==> src/rtl/crsf_pkg.sv <==
package crsf_pkg;

    // frame layout and protocol constants
    localparam logic [7:0] RC_TYPE    = 8'h16;
    localparam logic [7:0] CRC_POLY   = 8'hD5;
    localparam logic [7:0] HEAD_LEN   = 8'd5;
    localparam logic [7:0] PAYLOAD_AT = 8'd3;
    localparam logic [7:0] CRC_AT     = 8'd22;
    localparam int         CH_BITS    = 11;

    localparam logic [23:0] GAP_LIMIT_RESET = 24'd1100;

    // result status codes
    localparam logic [1:0] ST_CHANNEL    = 2'd0;
    localparam logic [1:0] ST_CRC_ERR    = 2'd1;
    localparam logic [1:0] ST_OTHER_TYPE = 2'd2;
    localparam logic [1:0] ST_OVERSIZE   = 2'd3;

    // access request from the sequencer to the frame store
    typedef struct packed {
        logic       wr_en;
        logic [7:0] wr_addr;
        logic [7:0] wr_data;
        logic       rd_en;
        logic [7:0] rd_addr;
    } store_req_t;

    // one byte through the crc-8 shift register, msb first
    function automatic logic [7:0] crc8_step(input logic [7:0] crc, input logic [7:0] data);
        logic [7:0] c;
        c = crc ^ data;
        for (int k = 0; k < 8; k++)
        begin
            c = c[7] ? ((c << 1) ^ CRC_POLY) : (c << 1);
        end
        return c;
    endfunction

endpackage

==> src/rtl/crsf_frame_receiver_top.sv <==
// Frame receiver for the serial RC link: assembles frames from received bytes
// and unpacks the channels of an RC-channels frame.
// Input stream: one transaction per received byte. tdata carries the byte and
// the tick gap since the previous byte, tuser the receiver overrun flag.
// Output stream: one transaction per result. A good RC frame gives one result
// per channel, index 0 upward, tlast on the final one; any other completed
// frame gives a single status result with tlast set.
// cfg_we/cfg_wdata load the gap limit; write it only while the block is idle.
// s_axis_tready is low while each received byte is stored, so a further byte
// is not taken until that store step is done. A completed non-RC or oversize
// frame goes through the done and status steps before its result is registered.
// An RC frame with length byte L reads its L-2 stored payload bytes in turn
// through the single store read port, a read and a crc step each, then the crc
// byte for the check. Unpacking takes a read and an accumulate step per packed
// byte and emits each buffered channel while the output is free.
// When the output stalls, the sequencer waits on the result register; the
// input stays not ready until the whole frame's results are loaded.
// Reset clears the frame position, the store contents (read as zero) and the
// output valid flag, and loads the gap limit with 1100 ticks.
module crsf_frame_receiver_top #(
    parameter int STORE_BYTES = 64,
    parameter int CHANNELS    = 16
) (
    input  logic        clk,
    input  logic        rst_n,
    input  logic        cfg_we,
    input  logic [23:0] cfg_wdata,      // gap_limit
    input  logic        s_axis_tvalid,
    output logic        s_axis_tready,
    input  logic [31:0] s_axis_tdata,   // rx_byte[7:0], gap_ticks[31:8]
    input  logic        s_axis_tuser,   // overrun
    output logic        m_axis_tvalid,
    input  logic        m_axis_tready,
    output logic [23:0] m_axis_tdata,   // frame_type[7:0], channel_index[11:8],
                                        // channel_value[22:12], zero[23]
    output logic [1:0]  m_axis_tuser,   // status[1:0]
    output logic        m_axis_tlast    // last
);

    import crsf_pkg::*;

    logic [23:0] gap_limit_reg;
    store_req_t  store_req;
    logic [7:0]  store_rd_data;

    // gap limit register
    always_ff @(posedge clk or negedge rst_n)
    begin
        if (!rst_n)
        begin
            gap_limit_reg <= GAP_LIMIT_RESET;
        end
        else if (cfg_we)
        begin
            gap_limit_reg <= cfg_wdata;
        end
    end

    crsf_store #(
        .STORE_BYTES (STORE_BYTES)
    ) u_store (
        .clk     (clk),
        .rst_n   (rst_n),
        .req     (store_req),
        .rd_data (store_rd_data)
    );

    crsf_ctrl #(
        .STORE_BYTES (STORE_BYTES),
        .CHANNELS    (CHANNELS)
    ) u_ctrl (
        .clk           (clk),
        .rst_n         (rst_n),
        .gap_limit     (gap_limit_reg),
        .s_axis_tvalid (s_axis_tvalid),
        .s_axis_tready (s_axis_tready),
        .s_axis_tdata  (s_axis_tdata),
        .s_axis_tuser  (s_axis_tuser),
        .m_axis_tvalid (m_axis_tvalid),
        .m_axis_tready (m_axis_tready),
        .m_axis_tdata  (m_axis_tdata),
        .m_axis_tuser  (m_axis_tuser),
        .m_axis_tlast  (m_axis_tlast),
        .store_req     (store_req),
        .store_rd_data (store_rd_data)
    );

endmodule

==> src/rtl/crsf_ram.sv <==
module crsf_ram #(
    parameter int WIDTH = 8,
    parameter int DEPTH = 64
) (
    input  logic                     clk,
    input  logic                     wr_en,
    input  logic [$clog2(DEPTH)-1:0] wr_addr,
    input  logic [WIDTH-1:0]         wr_data,
    input  logic                     rd_en,
    input  logic [$clog2(DEPTH)-1:0] rd_addr,
    output logic [WIDTH-1:0]         rd_data
);

    logic [WIDTH-1:0] mem [DEPTH];
    logic [WIDTH-1:0] rd_data_reg;

    // single write port, registered read port
    always_ff @(posedge clk)
    begin
        if (wr_en)
        begin
            mem[wr_addr] <= wr_data;
        end
        if (rd_en)
        begin
            rd_data_reg <= mem[rd_addr];
        end
    end

    assign rd_data = rd_data_reg;

endmodule

==> src/rtl/crsf_store.sv <==
module crsf_store #(
    parameter int STORE_BYTES = 64
) (
    input  logic                 clk,
    input  logic                 rst_n,
    input  crsf_pkg::store_req_t req,
    output logic [7:0]           rd_data
);

    import crsf_pkg::*;

    localparam int AW = $clog2(STORE_BYTES);

    logic [STORE_BYTES-1:0] valid_reg;
    logic                   rd_hit_reg;
    logic                   wr_in_range;
    logic                   rd_in_range;
    logic [7:0]             ram_q;

    // positions past the store are never written and read as zero
    assign wr_in_range = {1'b0, req.wr_addr} < 9'(STORE_BYTES);
    assign rd_in_range = {1'b0, req.rd_addr} < 9'(STORE_BYTES);

    crsf_ram #(
        .WIDTH (8),
        .DEPTH (STORE_BYTES)
    ) u_ram (
        .clk     (clk),
        .wr_en   (req.wr_en && wr_in_range),
        .wr_addr (req.wr_addr[AW-1:0]),
        .wr_data (req.wr_data),
        .rd_en   (req.rd_en),
        .rd_addr (req.rd_addr[AW-1:0]),
        .rd_data (ram_q)
    );

    // per-entry valid bits give the all-zero reset contents
    always_ff @(posedge clk or negedge rst_n)
    begin
        if (!rst_n)
        begin
            valid_reg  <= '0;
            rd_hit_reg <= 1'b0;
        end
        else
        begin
            if (req.wr_en && wr_in_range)
            begin
                valid_reg[req.wr_addr[AW-1:0]] <= 1'b1;
            end
            if (req.rd_en)
            begin
                rd_hit_reg <= rd_in_range && valid_reg[req.rd_addr[AW-1:0]];
            end
        end
    end

    assign rd_data = rd_hit_reg ? ram_q : 8'd0;

endmodule

==> src/rtl/crsf_ctrl.sv <==
module crsf_ctrl #(
    parameter int STORE_BYTES = 64,
    parameter int CHANNELS    = 16
) (
    input  logic                 clk,
    input  logic                 rst_n,
    input  logic [23:0]          gap_limit,
    input  logic                 s_axis_tvalid,
    output logic                 s_axis_tready,
    input  logic [31:0]          s_axis_tdata,
    input  logic                 s_axis_tuser,
    output logic                 m_axis_tvalid,
    input  logic                 m_axis_tready,
    output logic [23:0]          m_axis_tdata,
    output logic [1:0]           m_axis_tuser,
    output logic                 m_axis_tlast,
    output crsf_pkg::store_req_t store_req,
    input  logic [7:0]           store_rd_data
);

    import crsf_pkg::*;

    localparam int BUF_W = CH_BITS + 7;

    localparam logic [3:0] S_IDLE    = 4'd0;
    localparam logic [3:0] S_STORE   = 4'd1;
    localparam logic [3:0] S_DONE    = 4'd2;
    localparam logic [3:0] S_CRC_RD  = 4'd3;
    localparam logic [3:0] S_CRC_ACC = 4'd4;
    localparam logic [3:0] S_CHECK   = 4'd5;
    localparam logic [3:0] S_UNP     = 4'd6;
    localparam logic [3:0] S_UNP_ACC = 4'd7;
    localparam logic [3:0] S_STAT    = 4'd8;

    logic [3:0]       state_reg, state_next;
    logic [7:0]       byte_reg, byte_next;
    logic             restart_reg, restart_next;
    logic [7:0]       write_pos_reg, write_pos_next;
    logic             oversize_reg, oversize_next;
    logic [7:0]       len_reg, len_next;
    logic [7:0]       type_reg, type_next;
    logic [7:0]       crc_reg, crc_next;
    logic [7:0]       idx_reg, idx_next;
    logic [BUF_W-1:0] bits_reg, bits_next;
    logic [4:0]       bitcnt_reg, bitcnt_next;
    logic [3:0]       chan_reg, chan_next;
    logic [1:0]       status_reg, status_next;

    logic             m_valid_reg;
    logic [1:0]       m_status_reg;
    logic [7:0]       m_type_reg;
    logic [3:0]       m_index_reg;
    logic [10:0]      m_value_reg;
    logic             m_last_reg;

    logic             out_free;
    logic             emit;
    logic [1:0]       emit_status;
    logic [3:0]       emit_index;
    logic [10:0]      emit_value;
    logic             emit_last;

    logic [7:0]       wp;
    logic [7:0]       wp_inc;
    logic [7:0]       expect_len;
    logic             wp_in_store;
    logic [7:0]       n_bytes;
    logic             chan_is_last;

    // position arithmetic for the byte being stored
    assign wp          = restart_reg ? 8'd0 : write_pos_reg;
    assign wp_inc      = wp + 8'd1;
    assign expect_len  = (wp < 8'd3) ? HEAD_LEN : (len_reg + 8'd2);
    assign wp_in_store = {1'b0, wp} < 9'(STORE_BYTES);
    assign n_bytes     = (len_reg >= 8'd2) ? (len_reg - 8'd2) : 8'd0;
    assign chan_is_last = (chan_reg == 4'(CHANNELS - 1));

    assign out_free      = !m_valid_reg || m_axis_tready;
    assign s_axis_tready = (state_reg == S_IDLE);

    // sequencer
    always_comb
    begin
        state_next     = state_reg;
        byte_next      = byte_reg;
        restart_next   = restart_reg;
        write_pos_next = write_pos_reg;
        oversize_next  = oversize_reg;
        len_next       = len_reg;
        type_next      = type_reg;
        crc_next       = crc_reg;
        idx_next       = idx_reg;
        bits_next      = bits_reg;
        bitcnt_next    = bitcnt_reg;
        chan_next      = chan_reg;
        status_next    = status_reg;

        store_req.wr_en   = 1'b0;
        store_req.wr_addr = wp;
        store_req.wr_data = byte_reg;
        store_req.rd_en   = 1'b0;
        store_req.rd_addr = PAYLOAD_AT + idx_reg;

        emit        = 1'b0;
        emit_status = ST_CHANNEL;
        emit_index  = 4'd0;
        emit_value  = 11'd0;
        emit_last   = 1'b1;

        case (state_reg)
            S_IDLE:
            begin
                if (s_axis_tvalid)
                begin
                    byte_next    = s_axis_tdata[7:0];
                    restart_next = s_axis_tuser || (s_axis_tdata[31:8] > gap_limit);
                    state_next   = S_STORE;
                end
            end
            S_STORE:
            begin
                if (wp >= expect_len)
                begin
                    // frame already full, byte dropped
                    write_pos_next = wp;
                    state_next     = S_IDLE;
                end
                else
                begin
                    store_req.wr_en = 1'b1;
                    oversize_next   = ((wp == 8'd0) ? 1'b0 : oversize_reg) | !wp_in_store;
                    if (wp == 8'd1)
                    begin
                        len_next = byte_reg;
                    end
                    if (wp == 8'd2)
                    begin
                        type_next = byte_reg;
                    end
                    if (wp_inc < expect_len)
                    begin
                        write_pos_next = wp_inc;
                        state_next     = S_IDLE;
                    end
                    else
                    begin
                        write_pos_next = 8'd0;
                        state_next     = S_DONE;
                    end
                end
            end
            S_DONE:
            begin
                if (oversize_reg)
                begin
                    status_next = ST_OVERSIZE;
                    state_next  = S_STAT;
                end
                else if (type_reg != RC_TYPE)
                begin
                    status_next = ST_OTHER_TYPE;
                    state_next  = S_STAT;
                end
                else
                begin
                    // type byte is known here, so its crc is a constant
                    crc_next   = crc8_step(8'd0, RC_TYPE);
                    idx_next   = 8'd0;
                    state_next = S_CRC_RD;
                end
            end
            S_CRC_RD:
            begin
                store_req.rd_en = 1'b1;
                if (idx_reg < n_bytes)
                begin
                    state_next = S_CRC_ACC;
                end
                else
                begin
                    store_req.rd_addr = PAYLOAD_AT + CRC_AT;
                    state_next        = S_CHECK;
                end
            end
            S_CRC_ACC:
            begin
                crc_next   = crc8_step(crc_reg, store_rd_data);
                idx_next   = idx_reg + 8'd1;
                state_next = S_CRC_RD;
            end
            S_CHECK:
            begin
                if (crc_reg != store_rd_data)
                begin
                    status_next = ST_CRC_ERR;
                    state_next  = S_STAT;
                end
                else
                begin
                    bits_next   = '0;
                    bitcnt_next = 5'd0;
                    chan_next   = 4'd0;
                    idx_next    = 8'd0;
                    state_next  = S_UNP;
                end
            end
            S_UNP:
            begin
                if (bitcnt_reg >= 5'(CH_BITS))
                begin
                    // a whole channel is buffered
                    if (out_free)
                    begin
                        emit        = 1'b1;
                        emit_status = ST_CHANNEL;
                        emit_index  = chan_reg;
                        emit_value  = bits_reg[CH_BITS-1:0];
                        emit_last   = chan_is_last;
                        bits_next   = bits_reg >> CH_BITS;
                        bitcnt_next = bitcnt_reg - 5'(CH_BITS);
                        chan_next   = chan_reg + 4'd1;
                        if (chan_is_last)
                        begin
                            state_next = S_IDLE;
                        end
                    end
                end
                else
                begin
                    store_req.rd_en = 1'b1;
                    state_next      = S_UNP_ACC;
                end
            end
            S_UNP_ACC:
            begin
                bits_next   = bits_reg | (BUF_W'(store_rd_data) << bitcnt_reg);
                bitcnt_next = bitcnt_reg + 5'd8;
                idx_next    = idx_reg + 8'd1;
                state_next  = S_UNP;
            end
            S_STAT:
            begin
                if (out_free)
                begin
                    emit        = 1'b1;
                    emit_status = status_reg;
                    state_next  = S_IDLE;
                end
            end
            default:
            begin
                state_next = S_IDLE;
            end
        endcase
    end

    // control state
    always_ff @(posedge clk or negedge rst_n)
    begin
        if (!rst_n)
        begin
            state_reg     <= S_IDLE;
            restart_reg   <= 1'b0;
            write_pos_reg <= 8'd0;
            oversize_reg  <= 1'b0;
            len_reg       <= 8'd0;
            type_reg      <= 8'd0;
            bitcnt_reg    <= 5'd0;
            chan_reg      <= 4'd0;
            idx_reg       <= 8'd0;
            m_valid_reg   <= 1'b0;
        end
        else
        begin
            state_reg     <= state_next;
            restart_reg   <= restart_next;
            write_pos_reg <= write_pos_next;
            oversize_reg  <= oversize_next;
            len_reg       <= len_next;
            type_reg      <= type_next;
            bitcnt_reg    <= bitcnt_next;
            chan_reg      <= chan_next;
            idx_reg       <= idx_next;
            if (emit)
            begin
                m_valid_reg <= 1'b1;
            end
            else if (m_axis_tready)
            begin
                m_valid_reg <= 1'b0;
            end
        end
    end

    // datapath and output payload
    always_ff @(posedge clk)
    begin
        byte_reg   <= byte_next;
        crc_reg    <= crc_next;
        bits_reg   <= bits_next;
        status_reg <= status_next;
        if (emit)
        begin
            m_status_reg <= emit_status;
            m_type_reg   <= type_reg;
            m_index_reg  <= emit_index;
            m_value_reg  <= emit_value;
            m_last_reg   <= emit_last;
        end
    end

    assign m_axis_tvalid = m_valid_reg;
    assign m_axis_tuser  = m_status_reg;
    assign m_axis_tdata  = {1'b0, m_value_reg, m_index_reg, m_type_reg};
    assign m_axis_tlast  = m_last_reg;

`ifndef SYNTHESIS
    a_accept_to_store: assert property (@(posedge clk) disable iff (!rst_n)
        s_axis_tvalid && s_axis_tready |=> state_reg == S_STORE)
        else $error("accepted transaction did not enter store step");

    a_done_pos_cleared: assert property (@(posedge clk) disable iff (!rst_n)
        state_reg == S_DONE |-> write_pos_reg == 8'd0)
        else $error("write position not cleared at frame completion");

    a_read_then_use: assert property (@(posedge clk) disable iff (!rst_n)
        store_req.rd_en |=> (state_reg == S_CRC_ACC || state_reg == S_CHECK ||
                             state_reg == S_UNP_ACC))
        else $error("store read issued without a consuming step");

    a_status_is_last: assert property (@(posedge clk) disable iff (!rst_n)
        state_reg == S_STAT && out_free |=> m_valid_reg && m_last_reg &&
                                          state_reg == S_IDLE)
        else $error("status result not delivered as final transaction");

    a_bitcnt_bound: assert property (@(posedge clk) disable iff (!rst_n)
        bitcnt_reg <= 5'(BUF_W))
        else $error("channel bit buffer overfilled");
`endif

endmodule

==> config.mk <==
export PLATFORM = sky130hd
export DESIGN_NAME = crsf_frame_receiver_top
export DESIGN_NICKNAME = d
export VERILOG_FILES = /design/src/rtl/crsf_pkg.sv /design/src/rtl/crsf_frame_receiver_top.sv /design/src/rtl/crsf_ram.sv /design/src/rtl/crsf_store.sv /design/src/rtl/crsf_ctrl.sv
export SDC_FILE = /design/constraint.sdc
export NUM_CORES = 1
export LEC_CHECK = 0
export BUFFER_PORTS_ARGS = -buffer_cell sky130_fd_sc_hd__buf_4
export CAP_MARGIN = 20
export CORE_UTILIZATION = 62
export DETAILED_ROUTE_END_ITERATION = 7
export MAX_ROUTING_LAYER = met4
export PLACE_DENSITY = 0.88
export SLEW_MARGIN = 10
export SYNTH_ARGS = -nofsm -noshare
export SYNTH_HDL_FRONTEND = slang
export SYNTH_SLANG_ARGS = --single-unit
==> constraint.sdc <==
create_clock -name clk -period 5.7 [get_ports clk]
set_input_delay 0.285 -clock clk [delete_from_list [all_inputs] [get_ports clk]]
set_output_delay 0.285 -clock clk [all_outputs]
set_load 0.005 [all_outputs]
* Word-level counts from Yosys, hierarchy flattened
Memory sizes are Yosys's and may differ from the RTL's. A register that Yosys moved wholly into a read port is not among the register bits. Index checks and enable logic that the tools add are counted.
Storage, ports and cells: flip-flop bits (word level) 199, RAM bits 512, bits of input ports 62, output and inout bits 29, memories 1
Cells by class: $add $sub $neg 8, magnitude comparators 12, equality and inequality tests 24, shift-type cells 1, muxes and demuxes 67, bitwise operators 13, reductions and logical operators 28
Memories:
- u_store.u_ram.mem | depth 64, width 8, rd ports 1, clocked after Yosys merged registers in 1, wr ports 1, line crsf_ram.sv:14 | logic [WIDTH-1:0] mem [DEPTH];
Operators with widths (count):
- $mux 8 | 21
- $or 64x64->64 | 1
- $mux 18 | 3
- $pmux 18 s3 | 1
- $mux 4 | 12
- $not 5->5 | 8
- $pmux 4 s9 | 1
- $gt 24x24->1 | 1
- $pmux 8 s3 | 1
- $or 18x18->18 | 1
- $shl 8x5->18 | 1
- $add 8x1->8 const B | 2
- $eq 4x3->1 const B | 4
- $lt 8x7->1 const B | 2
- $lt 8x8->1 | 2
- $pmux 8 s2 | 1
- $reduce_and 4->1 | 4
- $mux 5 | 3
- $pmux 5 s3 | 1
- $reduce_and 3->1 | 5
- $lt 6x7->1 const B | 2
- $mux 1 | 13
- $add 2x8->8 const A | 1
- $add 8x2->8 const B | 1
- 38 further kinds | 61

* Longest topological paths before layout
Gate-level depths: netlist of run 1.
word-level depth 19, gate-level depth with buffers 19

* Cells and area by module
From an unflattened synthesis of run 1, not the netlist that was laid out.
Unflattened totals: cell total of the unflattened synthesis 1938, area, all modules 31362.6 um^2
Modules (own cells, without submodules):
- crsf_ram | instances 1, cells each 940, area an instance 20246.9 um^2, sequential area each 15615.0 um^2
- crsf_ctrl | instances 1, cells each 716, area an instance 7149.4 um^2, sequential area each 3062.9 um^2
- crsf_store | instances 1, cells each 231, area an instance 2964.1 um^2, sequential area each 1626.6 um^2
- crsf_frame_receiver_top | instances 1, cells each 51, area an instance 1002.2 um^2, sequential area each 605.6 um^2

* Worst setup path after synthesis of run 1
OpenSTA, ideal clock, no wires.
kind register to register, start point reg u_ctrl.restart_reg, end point mem u_store.u_ram.mem[4][0], enable pin, arrival time 4.308 ns, required time 5.303 ns, path slack 0.995 ns, cell stages (with the launch flop) 18, buffers on the path 2, clock period less this slack 4.705 ns, cells stage by stage dfrtp_1 > nand2b_1 > inv_1 > or3_1 > clkbuf_1 > nor2_1 > nand3_1 > nand2b_1 > ha_1 > nand2b_1 > a21o_1 > a21o_1 > a21oi_1 > o21ai_1 > a2111o_1 > or3_1 > clkbuf_1 > nor4_1
On the way: cells in the longest elaborated chain, start to end 9, elaborated cells on any way between the ends 10, those cells by class order compare (3); mux (6); reduce/logical (1)
RTL lines:
- start, declared | line crsf_ctrl.sv:37 | logic restart_reg, restart_next;
- start signal, assigned | line crsf_ctrl.sv:276 | restart_reg <= restart_next;
- $mux 8 (*) | line crsf_ctrl.sv:71 | assign wp = restart_reg ? 8'd0 : write_pos_reg;
- $lt 8x2->1 | line crsf_ctrl.sv:73 | assign expect_len = (wp < 8'd3) ? HEAD_LEN : (len_reg + 8'd2);
- $mux 8 | line crsf_ctrl.sv:73
- $ge 8x8->1 | line crsf_ctrl.sv:122 | if (wp >= expect_len)
- $mux 1 | line crsf_ctrl.sv:122
- $mux 1 | line crsf_ctrl.sv:110 | case (state_reg)
- $logic_and 1x1->1 | line crsf_store.sv:29 | .wr_en (req.wr_en && wr_in_range),
- $mux 1 | line crsf_ram.sv:20 | if (wr_en)
- $mux 1 (not written as such) | line crsf_ram.sv:22 | mem[wr_addr] <= wr_data;
- end, declared | line crsf_ram.sv:14
Mark *: on every way between the ends. The rest lies on a longest branch, timed or not.

* Final worst setup path of run 1
start point reg u_ctrl.restart_reg, end point mem u_store.u_ram.mem[43][4], enable pin
The elaborated chain is that of the path after synthesis.

==> qor.yml, run 1 <==
crit_fanout: 12
ys.flop_type: "edfxtp_1"
multi_input_area_um2: 9960
clock.fmax_mhz: 188
hold_slack_ns: 0.0464
rrSetupSlack_ns: 0.38
startpoint_type: "flip-flop"
cts_tree: "built"
synth_top_family_by_area: "compound AO/OA/AOI/OAI gates"
nFillCells: 3007
ir_drop_v: 0.000420
min_from: "m_axis_tready"
cp_data_required_time_ns: 5.94
antenna_left: 0
rr_worst_depth: 17
drc: 4
numCtsBuffers: 73
synth_seq_cells: 719
rr_startpoint: "u_ctrl.restart_reg"
gp_congestion: 1.02
synth_nets: 2526
finalCriticalPeriod_ns: 5.32
ys_warn_count: 0
drv_slew: 0
hold_class: "in2reg"
dr.pass1.iters: 8
dieHeight_um: 228
cts_setup_buffers: 0
grt_pass1_vias: 22100
grt_pass1_wl_um: 134000
maxCapViolations: 0
wl_um: 88600
rsz0062_at_grt: "true"
hpwl_um: 54200
synth_enable_flop_cells: 582
p_leak_nw: 12.9
grt_use_total_pct: 35.5
root_buffer: "clkbuf_16"
setup.worst_path.class: "reg2reg"
fp.dieW_um: 228
muxShareOfSynthArea_pct: 5.80
path_clk_slew_ns: 0.06
crit_path_cell_trace: "nand2b_1 > inv_1 > or3_1 > nor2_1 > nand3_1 > nand2b_1 > ha_1 > nand2b_1 > a21o_1 > a21o_1 > a21oi_1 > o21ai_1 > a2111o_1 > nor2_1 > nand3_1 > buf_4 > nor2_1"
avgRoutedWirePerCell_um: 27.3
core_um2: 50200
synth_xor_area_share_pct: 1.39
clk_latency_ns: 0.63
yosys.area_share.adder_pct: 2.34
cp_top_family: "simple AND/OR/NAND/NOR gates"
hold_depth: 3
antenna_found_initial: 2
h-tree-depth: 3
grt_overflow: 0
clock_skew_ns: 0.0273
vias_per_cell: 6.89
fin_crit_sh_pct: 93.4
finish.utilization_pct: 71.0
final_layout_size_suffix_gt1_share_pct: 15.7
r2r_end: "u_store.u_ram.mem[43][4]"
die_area_um2: 51900
synth.distinct_cells: 82
powerDensity_nw_per_um2: 496
crit_path_end_kind: "flip-flop"
seqCellArea_um2: 20900
setup_viol_count_final: 0
yosysSeqAreaShare_pct: 66.2
clock_path_buffers: 3
status: "finished with violations"
synth_compound_area_share_pct: 12.6
largest_register_ffs: 512
drt_iter0_drc: 3544
io_buffers: 89
violations: "DRC"
synthCells: 2405
avgSynthCellArea_um2: 13.1
crit_arrival_ns: 5.56
vias: 22300
crit_buf_inv: 2
hold_viol_final: 0
power_mw: 17.7
clock_sinks: 719
layout.nets: 2631
crit_slowest_cell: "nor2_1"
grt_max_degree: 143
pin_count: 91
yosys.area_share.simple_pct: 9.11
worstMarginPinSlew_ns: 1.07
postSynth.asyncResetShare_pct: 19.1
row_count: 82
critical-path-max-stage-delay_ns: 0.65
slew_headroom_pct: 28.5
holdPathEnd: "u_ctrl.m_axis_tvalid"
start_util_pct: 63.0
netlist_area_um2: 31600
syn_to_final_growth_pct: 12.8
==> metrics by stage <==
step / cells / instance area, um2 / TNS, ns / worst slack (ns)
after detailed placement: 3073 / 33000 / 0 / 0.518
after global routing: 3240 / 35600 / -0.817 / -0.0395
after floorplan: 2405 / 31600 / 0 / 0.995
after global placement: 3073 / 33000 / 0 / 0.645
after CTS: 3238 / 35600 / 0 / 0.486
final: 3240 / 35600 / 0 / 0.378
==> repair_timing <==
item / 4_1_cts / 5_1_grt
hold endpoints to repair: 91 / 0
setup endpoints to repair: 0 / 40
hold buffers: 34 / 0
gates resized for setup: 0 / 1
==> cells in the mapped netlist, drive strengths merged (26+ instances only) <==
| cell type | n | area (um2) |
|---|---|---|
| nor2 | 194 | 733 |
| clkbuf | 105 | 394 |
| dfrtp | 133 | 3330 |
| inv | 45 | 169 |
| nand2 | 231 | 870 |
| ha | 59 | 738 |
| mux2 | 73 | 822 |
| mux2i | 56 | 561 |
| o21bai | 45 | 338 |
| and3 | 26 | 163 |
| o22ai | 55 | 344 |
| buf | 47 | 240 |
| nor3 | 30 | 155 |
| nand3 | 44 | 220 |
| o21ai | 151 | 759 |
| o221ai | 35 | 307 |
| a211oi | 37 | 290 |
| a21oi | 119 | 652 |
| edfxtp | 582 | 17500 |
==> cells by family after synthesis <==
kind of cell             count (synthesis)
XOR/XNOR                                50
buffers and inverters                  198
AO/OA/AOI/OAI                          592
AND/OR/NAND/NOR                        637
multiplexers                           149
flip-flops                             719
adder cells (fa/ha/maj)                 59
other                                    1
==> worst max path at each step <==
| stage | slack [ns] | cells after the start | startpoint | to |
|---|---|---|---|---|
| floorplan | 1.0 | 17 | u_ctrl.restart_reg | u_store.u_ram.mem[4][0] |
| global placement | 0.65 | 16 | u_ctrl.restart_reg | u_store.u_ram.mem[61][2] |
| detailed placement | 0.52 | 16 | u_ctrl.restart_reg | u_store.u_ram.mem[62][7] |
| CTS | 0.49 | 16 | u_ctrl.restart_reg | u_store.u_ram.mem[62][7] |
| global route | -0.04 | 16 | u_ctrl.restart_reg | u_store.u_ram.mem[56][0] |
| finish | 0.38 | 17 | u_ctrl.restart_reg | u_store.u_ram.mem[43][4] |
==> cells in the final DEF (no fill, tap or decap), types with 25 or more instances in the layout <==
master and instances:
o21ai_0 126, dfrtp_1 132, ha_1 59, dlygate4sd3_1 34
nand3_1 44, mux2i_1 56, a21oi_1 113, o21bai_1 45
edfxtp_1 582, and3_1 26, nor3_1 29, o22ai_1 55
o221ai_1 35, nand2_1 230, buf_4 146, mux2_2 72
a211oi_1 36, o21a_1 25, clkbuf_16 73, nor2_1 189
inv_1 45
==> per-layer routing <==
layer	part of all wire, %	vias to the layer above	track usage, %	routed length, um
met4	6.2	0	18.3	5480
li1	-	9273	-	-
met3	13	464	10.3	11600
met5	0	-	-	0
met1	35	10700	43.8	30600
met2	46	1870	53.5	40900
==> where the power goes <==
part           leakage [nW]  switching (mW)  internal [mW]
clock network          1.11            1.99           2.64
logic                  4.77            4.46           2.08
registers              7.05           0.372           6.11
total                  12.9            6.83           10.8
==> worst register-to-register path: cells and delay by family (launching register included) <==
kind            cells  cell delay [ns]
simple gates        9             2.80
fa+ha+maj           1             0.24
flops               1             0.49
compound gates      5             1.07
buf+inv             2             0.35
==> cell type report <==
| type | count | share of cell area (%) |
|---|---|---|
| diodes | 2 | 0.0140 |
| multi-input cells | 1488 | 27.9 |
| inverters | 46 | 0.484 |
| repair buffers | 182 | 4.12 |
| well taps | 672 | 2.36 |
| clock buffers | 93 | 5.45 |
| flip-flops and latches | 719 | 58.7 |
| clock inverters | 38 | 0.955 |
(Power assumes the default switching activity.)
==> run 2, diff against run 1 <==
--- a/config.mk
+++ b/config.mk
@@ -5,6 +5,7 @@
 export SDC_FILE = /design/constraint.sdc
 export NUM_CORES = 1
 export LEC_CHECK = 0
+export ABC_AREA = 1
 export BUFFER_PORTS_ARGS = -buffer_cell sky130_fd_sc_hd__buf_4
 export CAP_MARGIN = 20
 export CORE_UTILIZATION = 62
==> run 2 against run 1 <==
Compared with the run above:
- the flow now finishes without violations
- clock skew rose by 0.0058 ns
- critical path depth rose by 3
- global-route usage fell by 0.82 points
- sequential share of layout area fell by 1.2 points
- synthesized area rose by 1.3%
==> qor.yml, run 2 <==
status: "complete, no violations"
grt_max_degree: 274
synth_nets: 2989
pin_count: 91
synth_most_common_cell: "edfxtp_1"
crit_path_end_kind: "flip-flop"
holdPathEnd: "gap_limit_reg[9]"
avgSynthCellArea_um2: 11.2
nFillCells: 3082
final_cells: 3722
die_area_um2: 52500
maxCapViolations: 0
synthCells: 2868
vias_per_cell: 6.54
dieHeight_um: 229
drv_slew: 0
place_ws_ns: 0.751
dp.cells: 3555
grt_pass1_vias: 23800
synth_top_area_cell: "edfxtp_1"
yosysSeqAreaShare_pct: 65.4
finalCriticalPeriod_ns: 5.08
clock_sinks: 719
synth_top_area_share_pct: 54.6
wl_um: 88400
numCtsBuffers: 72
slew_headroom_pct: 20.1
final_layout_size_suffix_gt1_share_pct: 12.1
hold_class: "in2reg"
io_buffers: 89
final_cell_mix: "582 x edfxtp_1, 381 x nand2_1, 307 x inv_1, 259 x nand3_1, 259 x o211ai_1"
core_um2: 50600
cts_tree: "built"
clock_path_buffers: 3
drt_iter0_drc: 3889
p_leak_nw: 14.3
synth_seq_cells: 719
power_mw: 17.2
finish.utilization_pct: 71.9
rr_startpoint: "u_ctrl.restart_reg"
hold_viol_final: 0
start_util_pct: 63.3
worstMarginPinSlew_ns: 1.20
ir_drop_v: 0.000527
setup_viol_count_final: 0
clk_latency_ns: 0.63
ys_warn_count: 0
synthTopCellsByArea: "edfxtp_1 55%, dfrtp_1 10%, o211ai_1 6.1%"
synthTopCellsByCount: "582 x edfxtp_1, 384 x nand2_1, 308 x inv_1"
netlist_area_um2: 32000
grt_overflow: 0
largest_register_ffs: 512
avgRoutedWirePerCell_um: 23.7
dr.pass1.iters: 8
setup_slack_ns: 0.624
cts_setup_buffers: 0
antenna_found_initial: 2
drc: 0
startpoint_type: "flip-flop"
clock_skew_ns: 0.0331
synth_enable_flop_cells: 582
postSynth.asyncResetShare_pct: 19.1
hpwl_um: 50500
gp_congestion: 0.944
h-tree-depth: 3
layout.nets: 3111
crit_arrival_ns: 5.33
min_from: "cfg_wdata[9]"
tns_ns: 0
cts_resized: 0
r2r_end: "u_store.u_ram.mem[33][0]"
fin_crit_sh_pct: 89.1
ys.flop_type: "edfxtp_1"
hold_depth: 3
row_count: 82
rr_worst_depth: 20
grt_pass1_wl_um: 134000
hold_buffers: 33
cp_data_required_time_ns: 5.95
vias: 24300
syn_to_final_growth_pct: 13.6
path_clk_slew_ns: 0.07
synth.distinct_cells: 48
rrSetupSlack_ns: 0.62
rsz0062_at_grt: "false"
setup.worst_path.class: "reg2reg"
root_buffer: "clkbuf_16"
fp.dieW_um: 229
powerDensity_nw_per_um2: 472
grt_use_total_pct: 34.7
clock.fmax_mhz: 197
layout.cells.most_common: "edfxtp_1"
antenna_left: 0
crit_fanout: 10
## run 2: critical path, cell delays in order, from the launching register on
cell     delay (ns)
dfrtp_1        0.53
nor2_1         0.09
buf_4          0.17
ha_1           0.19
inv_1          0.06
nand2_1        0.07
nor3_1         0.36
inv_1          0.20
o21ai_0        0.12
a21o_1         0.13
ha_1           0.24
a21oi_1        0.15
o21ai_0        0.12
nand2_1        0.07
nand3_1        0.21
inv_1          0.32
nand2_1        0.18
nor3_2         0.40
nand4_1        0.21
buf_4          0.28
nor2_1         0.57
## run 2: power breakdown
group / leakage [nW] / switching (mW) / internal, mW
registers: 7.05 / 0.298 / 6.18
clock network: 1.23 / 2.03 / 2.94
logic: 5.99 / 4.03 / 1.69
total: 14.3 / 6.36 / 10.8
## run 2: logic make-up after synthesis
family | count (synthesis) | share of synthesized area, %
XOR/XNOR | 36 | 1.13
buffers and inverters | 468 | 5.80
AO/OA/AOI/OAI | 675 | 12.8
other | 1 | 0.0117
AND/OR/NAND/NOR | 909 | 12.5
flip-flops | 719 | 65.4
multiplexers | 1 | 0.0352
adder cells (fa/ha/maj) | 59 | 2.31
## run 2: stage by stage
step	instance area (um2)	hold WS (ns)
final	36400	0.0538
after detailed placement	33500	0.434
after CTS	36300	0.0259
after floorplan	32000	-0.0106
after global routing	36400	0.0482
after global placement	33500	0.413
## run 2: area by class of cell
cell class | count | area, um2 | area share [%]
clock inverters | 31 | 413 | 1.14
clock buffers | 101 | 2080 | 5.73
flip-flops and latches | 719 | 20900 | 57.5
repair buffers | 200 | 1650 | 4.54
multi-input cells | 1681 | 9260 | 25.5
inverters | 316 | 1190 | 3.27
diodes | 2 | 5.00 | 0.0138
well taps | 672 | 841 | 2.31
## run 2: metal layers
metal / vias up / share of wire (%) / track usage (%)
li1: 10400 / - / -
met1: 11400 / 34 / 41.2
met2: 2010 / 48 / 54.5
met3: 460 / 12 / 8.49
met4: 0 / 6.4 / 19.4
met5: - / 0 / -
## run 2: worst max path at each step
stage,from,endpoint,slack [ns],cells past startpoint
final,u_ctrl.restart_reg,u_store.u_ram.mem[33][0],0.62,20
after global routing,u_ctrl.restart_reg,u_store.u_ram.mem[33][3],0.21,20
after CTS,u_ctrl.restart_reg,u_store.u_ram.mem[17][3],0.71,20
after floorplan,u_ctrl.restart_reg,u_store.u_ram.mem[24][0],1.67,19
after global placement,u_ctrl.restart_reg,u_store.u_ram.mem[33][4],0.98,20
after detailed placement,u_ctrl.write_pos_reg[0],u_store.u_ram.mem[33][6],0.75,21
